## src/rkh_pkg.sv

```systemverilog
// ----------------------------------------------------------------------------
// rkh_pkg
// Shared codes and controller/datapath interface structs for the
// rectangle-keyed chained hash table.
// ----------------------------------------------------------------------------
package rkh_pkg;

    localparam logic [1:0] ACT_INSERT = 2'd0;
    localparam logic [1:0] ACT_LOOKUP = 2'd1;
    localparam logic [1:0] ACT_REKEY  = 2'd2;
    localparam logic [1:0] ACT_NONE   = 2'd3;

    localparam logic [1:0] ST_OK   = 2'd0;
    localparam logic [1:0] ST_DUP  = 2'd1;
    localparam logic [1:0] ST_FULL = 2'd2;
    localparam logic [1:0] ST_MISS = 2'd3;

    localparam logic [2:0] OUT_OK   = 3'd0;
    localparam logic [2:0] OUT_DUP  = 3'd1;
    localparam logic [2:0] OUT_FULL = 3'd2;
    localparam logic [2:0] OUT_MISS = 3'd3;
    localparam logic [2:0] OUT_HIT  = 3'd4;

    typedef struct packed {
        logic       latch;
        logic       hash_start;
        logic       hash_sel;
        logic       clr_wr;
        logic       head_rd;
        logic       load_cur;
        logic       node_rd;
        logic       step;
        logic       unlink;
        logic       relink;
        logic       ins;
        logic       load_out;
        logic [2:0] out_sel;
    } cmd_t;

    typedef struct packed {
        logic       hash_done;
        logic       cur_end;
        logic       match;
        logic       full;
        logic       clr_last;
        logic [1:0] action;
    } sts_t;

endpackage

```

## src/rkh_ctrl.sv

```systemverilog
// ----------------------------------------------------------------------------
// rkh_ctrl
// Sequencer: head clear, hash, chain walk, update and result handoff.
// ----------------------------------------------------------------------------
module rkh_ctrl
    import rkh_pkg::*;
(
    input  logic clk,
    input  logic rst_n,
    input  logic req_valid,
    output logic req_stall,
    output logic rsp_valid,
    input  logic rsp_stall,
    output cmd_t cmd,
    input  sts_t sts
);

    localparam logic [3:0] S_CLEAR  = 4'd0;
    localparam logic [3:0] S_IDLE   = 4'd1;
    localparam logic [3:0] S_HSTART = 4'd2;
    localparam logic [3:0] S_HASH   = 4'd3;
    localparam logic [3:0] S_HREAD  = 4'd4;
    localparam logic [3:0] S_HLOAD  = 4'd5;
    localparam logic [3:0] S_WALK   = 4'd6;
    localparam logic [3:0] S_NCHK   = 4'd7;
    localparam logic [3:0] S_HASH2  = 4'd8;
    localparam logic [3:0] S_RHREAD = 4'd9;
    localparam logic [3:0] S_RELINK = 4'd10;
    localparam logic [3:0] S_DONE   = 4'd11;

    logic [3:0] state_reg;
    logic [3:0] state_next;
    logic [2:0] sel_reg;
    logic [2:0] sel_next;
    logic       ovalid_reg;
    logic       ovalid_next;

    always_comb
    begin
        cmd         = '0;
        cmd.out_sel = sel_reg;
        state_next  = state_reg;
        sel_next    = sel_reg;
        ovalid_next = ovalid_reg && rsp_stall;

        unique case (state_reg)
            S_CLEAR:
            begin
                cmd.clr_wr = 1'b1;
                if (sts.clr_last)
                    state_next = S_IDLE;
            end
            S_IDLE:
            begin
                if (req_valid)
                begin
                    cmd.latch  = 1'b1;
                    state_next = S_HSTART;
                end
            end
            S_HSTART:
            begin
                if (sts.action == ACT_NONE)
                begin
                    sel_next   = OUT_OK;
                    state_next = S_DONE;
                end
                else
                begin
                    cmd.hash_start = 1'b1;
                    state_next     = S_HASH;
                end
            end
            S_HASH:
            begin
                if (sts.hash_done)
                    state_next = S_HREAD;
            end
            S_HREAD:
            begin
                cmd.head_rd = 1'b1;
                state_next  = S_HLOAD;
            end
            S_HLOAD:
            begin
                cmd.load_cur = 1'b1;
                state_next   = S_WALK;
            end
            S_WALK:
            begin
                if (sts.cur_end)
                begin
                    state_next = S_DONE;
                    if (sts.action == ACT_INSERT)
                    begin
                        if (sts.full)
                            sel_next = OUT_FULL;
                        else
                        begin
                            cmd.ins  = 1'b1;
                            sel_next = OUT_OK;
                        end
                    end
                    else
                        sel_next = OUT_MISS;
                end
                else
                begin
                    cmd.node_rd = 1'b1;
                    state_next  = S_NCHK;
                end
            end
            S_NCHK:
            begin
                if (!sts.match)
                begin
                    cmd.step   = 1'b1;
                    state_next = S_WALK;
                end
                else if (sts.action == ACT_REKEY)
                begin
                    cmd.unlink     = 1'b1;
                    cmd.hash_start = 1'b1;
                    cmd.hash_sel   = 1'b1;
                    state_next     = S_HASH2;
                end
                else
                begin
                    sel_next   = (sts.action == ACT_INSERT) ? OUT_DUP : OUT_HIT;
                    state_next = S_DONE;
                end
            end
            S_HASH2:
            begin
                if (sts.hash_done)
                    state_next = S_RHREAD;
            end
            S_RHREAD:
            begin
                cmd.head_rd = 1'b1;
                state_next  = S_RELINK;
            end
            S_RELINK:
            begin
                cmd.relink = 1'b1;
                sel_next   = OUT_HIT;
                state_next = S_DONE;
            end
            S_DONE:
            begin
                if (!ovalid_reg || !rsp_stall)
                begin
                    cmd.load_out = 1'b1;
                    ovalid_next  = 1'b1;
                    state_next   = S_IDLE;
                end
            end
            default:
            begin
                state_next = S_IDLE;
            end
        endcase
    end

    always_ff @(posedge clk or negedge rst_n)
    begin
        if (!rst_n)
        begin
            state_reg  <= S_CLEAR;
            sel_reg    <= OUT_OK;
            ovalid_reg <= 1'b0;
        end
        else
        begin
            state_reg  <= state_next;
            sel_reg    <= sel_next;
            ovalid_reg <= ovalid_next;
        end
    end

    assign req_stall = (state_reg != S_IDLE);
    assign rsp_valid = ovalid_reg;

endmodule

```

## config.mk

```make
export PLATFORM = sky130hd
export DESIGN_NAME = rkh_ctrl
export DESIGN_NICKNAME = d
export VERILOG_FILES = /design/src/rkh_pkg.sv /design/src/rkh_ctrl.sv
export SDC_FILE = /design/constraint.sdc
export NUM_CORES = 1
export LEC_CHECK = 0
export BUFFER_PORTS_ARGS = -buffer_cell sky130_fd_sc_hd__buf_2
export CAP_MARGIN = 10
export CORE_MARGIN = 4
export CORE_UTILIZATION = 40
export DETAILED_ROUTE_END_ITERATION = 10
export GPL_TIMING_DRIVEN = 0
export PLACE_DENSITY_LB_ADDON = 0.25
export REMOVE_ABC_BUFFERS = 1
export SLEW_MARGIN = 25
export SYNTH_ARGS = -nofsm -noshare
export SYNTH_HDL_FRONTEND = slang
export SYNTH_SLANG_ARGS = --single-unit
```

## constraint.sdc

```tcl
create_clock -name clk -period 2.1 [get_ports clk]
set_input_delay 0.21 -clock clk [delete_from_list [all_inputs] [get_ports clk]]
set_output_delay 0.21 -clock clk [all_outputs]
set_load 0.05 [all_outputs]
```

==> flow_metrics.tcl, run 1 <==
set metrics [dict create \
    die_w_um 50.0 \
    antenna_cells 0 \
    drive_above_1_share_pct 37.0 \
    critPathKind "reg2reg" \
    crit_buf_inv 0 \
    drv_slew 0 \
    skew_ns 0.00202 \
    p_switching_mw 0.749 \
    routedWlPerCell_um 12.7 \
    tightest_slew_ns 0.443 \
    post_cts_buffers 0 \
    via_per_inst 5.69 \
    gp_congestion 0.838 \
    crit_path_end_kind "flip-flop" \
    cts_buffers 3 \
    slowest_stage "dfrtp_1" \
    fillerInstances 174 \
    clkLatencyLatePin_ns 0.24 \
    placementRows 14 \
    relSlewSlack_pct 70.3 \
    cts_tree "done" \
    swShare_pct 55.5 \
    whs_ns 0.253 \
    antenna_found_initial 0 \
    initial_utilization_pct 44.7 \
    max_cap_viol_count 0 \
    chipHeight_um 50.0 \
    grtUsageTotal_pct 12.7 \
    p_per_area_mw_per_mm2 1580 \
    drtIter0Drc 12 \
    io_buffers 27 \
    fmax_mhz 516 \
    root_buffer "clkbuf_4" \
    synth_area_um2 704 \
    avgSynthCellArea_um2 8.29 \
    totalPowerFinal_mw 1.35 \
    h-tree-depth 1 \
    worstHoldPathType "in2reg" \
    crit_family "simple AND/OR/NAND/NOR gates" \
    p_int_mw 0.601 \
    start_kind "flip-flop" \
    core-area_mm2 0.00158 \
    hold_violations 0 \
    outcome "completed" \
    clock_path_buffers 2 \
    reg2reg_setup_slack_ns 0.16 \
    p_leak_nw 0.414 \
    slowest_delay_ns 0.62 \
    comb_power_share_pct 62.3 \
    nNetsFinal 121 \
    worstPathArrival_ns 2.06 \
    cp_cell_sequence "nand4b_1, nor2_1, nor4_2, mux2_1" \
    drtPass1Iterations 4 \
    power_frac_seq_pct 29.9 \
    final_common_cell "buf_2" \
    setup_viol 0 \
    final_area_um2 852 \
    required_ns 2.22 \
    io_pins 28 \
    drt-total-wl_um 1580 \
    gr-total-overflow 0 \
    min_period_ns 1.94 \
    clk_pin_slew_ns 0.05 \
    via_count 706 \
    finalCritPeriodShare_pct 92.4 \
    grt_pass1_wl_um 2570 \
    ys_seq_elements 8 \
    ys_warn_count 0 \
    grt_max_degree 24 \
    layout_common_cells "buf_2, nand2_1, nor2_1, dfrtp_1" \
    grt_pass1_vias 610 \
    ir_worst_vdd_v 0.000870 \
    yosysUniqueCellTypes 35 \
    detail-route-antenna-nets 0 \
    post_dp_cell_area_um2 816 \
    p_clk_share_pct 7.8 \
    cp_max_fo 16 \
    synthCells 85 \
    route.detailed.drc 0 \
    clock_sinks 8 \
    yosysSeqAreaShare_pct 28.4 \
    synthToLayoutAreaGrowth_pct 21.0 \
    rsz0062_at_grt "no" \
    largest_reg_flops 4 \
    dp_hpwl_um 1210 \
    dieArea_mm2 0.00250 \
]
## worst paths after layout
path | cells past startpoint | to | from
max | 4 | sel_reg[1] | state_reg[3]
min | 3 | rsp_valid | rsp_stall
max reg2reg | 4 | sel_reg[1] | state_reg[3]
min reg2reg | 1 | sel_reg[0] | sel_reg[0]
max in group asynchronous | 2 | state_reg[0] | rst_n
min in group asynchronous | 2 | sel_reg[0] | rst_n
## tightest hold or removal path: stages
cell and delay (ns):
buf_2 0.10, nand2_1 0.07, nand2_1 0.07
## cells in the mapped netlist
cell | count | area share, %
nor4_1 | 1 | 0.89
a21oi_1 | 4 | 2.8
or3b_1 | 1 | 1.2
nor4_2 | 1 | 1.8
clkbuf_1 | 4 | 2.1
o22a_1 | 1 | 1.2
nor3b_1 | 1 | 1.1
buf_6 | 1 | 1.6
and4_1 | 1 | 1.2
mux2i_1 | 1 | 1.4
nand2_1 | 10 | 5.3
nor2_1 | 9 | 4.8
or2_2 | 1 | 0.89
or4b_4 | 1 | 2.0
o22ai_2 | 1 | 1.8
mux2_1 | 3 | 4.8
o21ai_0 | 2 | 1.4
nor3_1 | 3 | 2.1
a211o_1 | 1 | 1.2
inv_1 | 4 | 2.1
a211oi_2 | 2 | 3.6
dfrtp_1 | 8 | 28
o211ai_1 | 1 | 1.1
mux2_4 | 1 | 2.1
nand3b_1 | 3 | 3.2
nand2b_1 | 3 | 2.7
nand4bb_1 | 1 | 1.6
a21boi_1 | 1 | 1.1
buf_4 | 1 | 1.1
a41oi_1 | 2 | 2.5
a31oi_1 | 1 | 0.89
o22ai_1 | 4 | 3.6
buf_2 | 2 | 1.4
nand4b_1 | 2 | 2.5
a32oi_1 | 2 | 2.5
## metrics by stage
stage | setup WS, ns | util [%] | instances | TNS [ns]
global route | 0.0202 | 54.0 | 124 | 0
CTS | 0.0347 | 53.8 | 124 | 0
floorplan | -0.842 | - | 77 | -2.13
global placement | 0.143 | 51.7 | 120 | 0
finish | 0.161 | 54.0 | 124 | 0
detailed placement | 0.139 | 51.7 | 120 | 0
## logic make-up (layout without fill, tap and decap cells)
family	Yosys count	after routing	synth area share (%)
compound gates	22	22	23.6
flops	8	8	28.4
mux	5	5	8.35
buf+inv	12	35	8.35
simple gates	38	38	31.3
## what timing repair did
item,in CTS,in global routing
endpoints found under the setup margin,0,6
gates resized for setup,0,3
hold buffers,1,0
endpoints found under the hold margin,8,0
## metal layers
layer / share of wire, % / track usage (%) / vias up
li1: - / - / 362
met1: 47 / 16.7 / 329
met2: 50 / 21.8 / 13
met3: 3.0 / 0.904 / 2
met4: 0.19 / 4.15 / 0
met5: 0 / 0 / -
## area by class of cell
cell class	count	area (um2)	area share, %
multi-input combinational	65	445	52.3
sequential	8	204	23.9
tap	16	20.0	2.35
clock buffer	3	22.5	2.64
timing repair buffer	28	145	17.0
inverter	4	15.0	1.76
## power groups by stage
stage | logic [mW] | clock network (mW) | registers, mW
2_1_floorplan | 0.582 | 0 | 0.460
3_3_place_gp | 0.838 | 0 | 0.391
3_5_place_dp | 0.842 | 0 | 0.396
4_1_cts | 0.846 | 0.111 | 0.393
5_1_grt | 0.901 | 0.119 | 0.424
6_report | 0.842 | 0.105 | 0.404
Power figures use the tool's default switching activity.
==> run 2, diff against run 1 <==
--- a/config.mk
+++ b/config.mk
@@ -12,6 +12,7 @@
 export DETAILED_ROUTE_END_ITERATION = 10
 export GPL_TIMING_DRIVEN = 0
 export PLACE_DENSITY_LB_ADDON = 0.25
+export RECOVER_POWER = 100
 export REMOVE_ABC_BUFFERS = 1
 export SLEW_MARGIN = 25
 export SYNTH_ARGS = -nofsm -noshare
==> flow_metrics.tcl, run 2 (synthesized netlist as in run 1, its figures left out) <==
set metrics [dict create \
    core-area_mm2 0.00158 \
    gr-total-overflow 0 \
    tightest_slew_ns 0.597 \
    via_count 699 \
    largest_reg_flops 4 \
    cts_buffers 3 \
    min_period_ns 1.97 \
    die_w_um 50.0 \
    crit_path_end_kind "flip-flop" \
    post_dp_cell_area_um2 816 \
    h-tree-depth 1 \
    drv_slew 0 \
    finalCritPeriodShare_pct 93.7 \
    grt_max_degree 24 \
    layout_common_cells "nand2_1, clkbuf_2, nor2_1, buf_2, clkbuf_1" \
    dieArea_mm2 0.00250 \
    clock_sinks 8 \
    root_buffer "clkbuf_4" \
    clk_pin_slew_ns 0.05 \
    chipHeight_um 50.0 \
    ir_worst_vdd_v 0.000854 \
    via_per_inst 5.64 \
    tns_ns 0 \
    reg2regPathDepth 4 \
    pre_cts_ws_ns 0.139 \
    drive_above_1_share_pct 27.8 \
    fillerInstances 174 \
    io_pins 28 \
    holdPathStages 3 \
    hold_violations 0 \
    fmax_mhz 508 \
    worstPathArrival_ns 2.08 \
    routedWlPerCell_um 12.7 \
    gp_congestion 0.838 \
    skew_ns 0.00209 \
    synthToLayoutAreaGrowth_pct 18.1 \
    clock_path_buffers 2 \
    clkLatencyLatePin_ns 0.24 \
    max_cap_viol_count 0 \
    io_buffers 27 \
    grtUsageTotal_pct 12.7 \
    relSlewSlack_pct 60.4 \
    start_kind "flip-flop" \
    critPathKind "reg2reg" \
    outcome "completed" \
    p_per_area_mw_per_mm2 1590 \
    setup_viol 0 \
    grt_pass1_wl_um 2570 \
    drtPass1Iterations 4 \
    required_ns 2.22 \
    rsz0062_at_grt "no" \
    worstHoldPathType "in2reg" \
    cp_max_fo 16 \
    setup_ws_ns 0.132 \
    drt-total-wl_um 1580 \
    placementRows 14 \
    antenna_found_initial 0 \
    p_leak_nw 0.373 \
    reg2reg_setup_slack_ns 0.13 \
    route.detailed.drc 0 \
    cts_tree "done" \
    initial_utilization_pct 44.7 \
    grt_pass1_vias 610 \
    detail-route-antenna-nets 0 \
    final_area_um2 832 \
    antenna_cells 0 \
    drtIter0Drc 13 \
    nNetsFinal 121 \
    dp_hpwl_um 1210 \
]
==> run 2: metrics by stage <==
step | utilization [%] | hold WS (ns) | total power, mW | std cells
floorplan | - | -0.0856 | 1.04 | 77
global route | 52.8 | 0.279 | 1.42 | 124
detailed placement | 51.7 | 0.0537 | 1.24 | 120
finish | 52.8 | 0.252 | 1.33 | 124
global placement | 51.7 | 0.0532 | 1.23 | 120
CTS | 53.8 | 0.248 | 1.35 | 124
==> run 2: worst paths after layout <==
| kind | start | to |
|---|---|---|
| max | state_reg[3] | state_reg[0] |
| min | rsp_stall | rsp_valid |
| max reg2reg | state_reg[3] | state_reg[0] |
| min reg2reg | sel_reg[0] | sel_reg[0] |
| max in group asynchronous | rst_n | state_reg[0] |
| min in group asynchronous | rst_n | sel_reg[0] |
==> run 2: layer usage <==
metal	GRT usage (%)	vias up	routed length, um
li1	-	362	-
met1	16.7	324	741
met2	21.8	13	784
met3	0.904	0	53
met4	4.15	0	0
met5	0	-	0
==> run 2: cell type report <==
cell class / count / area [um2] / share of cell area, %
clock buffer: 3 / 22.5 / 2.71
inverter: 4 / 15.0 / 1.80
multi-input combinational: 65 / 435 / 52.3
sequential: 8 / 204 / 24.5
tap: 16 / 20.0 / 2.41
timing repair buffer: 28 / 135 / 16.2
==> run 2: repair_timing <==
item                                   in CTS  in global routing
setup endpoints to repair                   0                  6
buffers inserted                            0                  0
hold buffers                                1                  0
endpoints found under the hold margin       8                  0
gates resized for setup                     0                  3
==> run 2: worst max-delay path: stages, from the launching register on <==
cell      delay [ns]
dfrtp_1         0.62
or3b_1          0.41
a211oi_1        0.37
a211oi_1        0.12
mux2_4          0.33
==> run 2: power by group <==
| part | switching (mW) | total (mW) | internal, mW |
|---|---|---|---|
| combinational | 0.527 | 0.818 | 0.291 |
| clock | 0.0403 | 0.105 | 0.0646 |
| sequential | 0.177 | 0.402 | 0.225 |
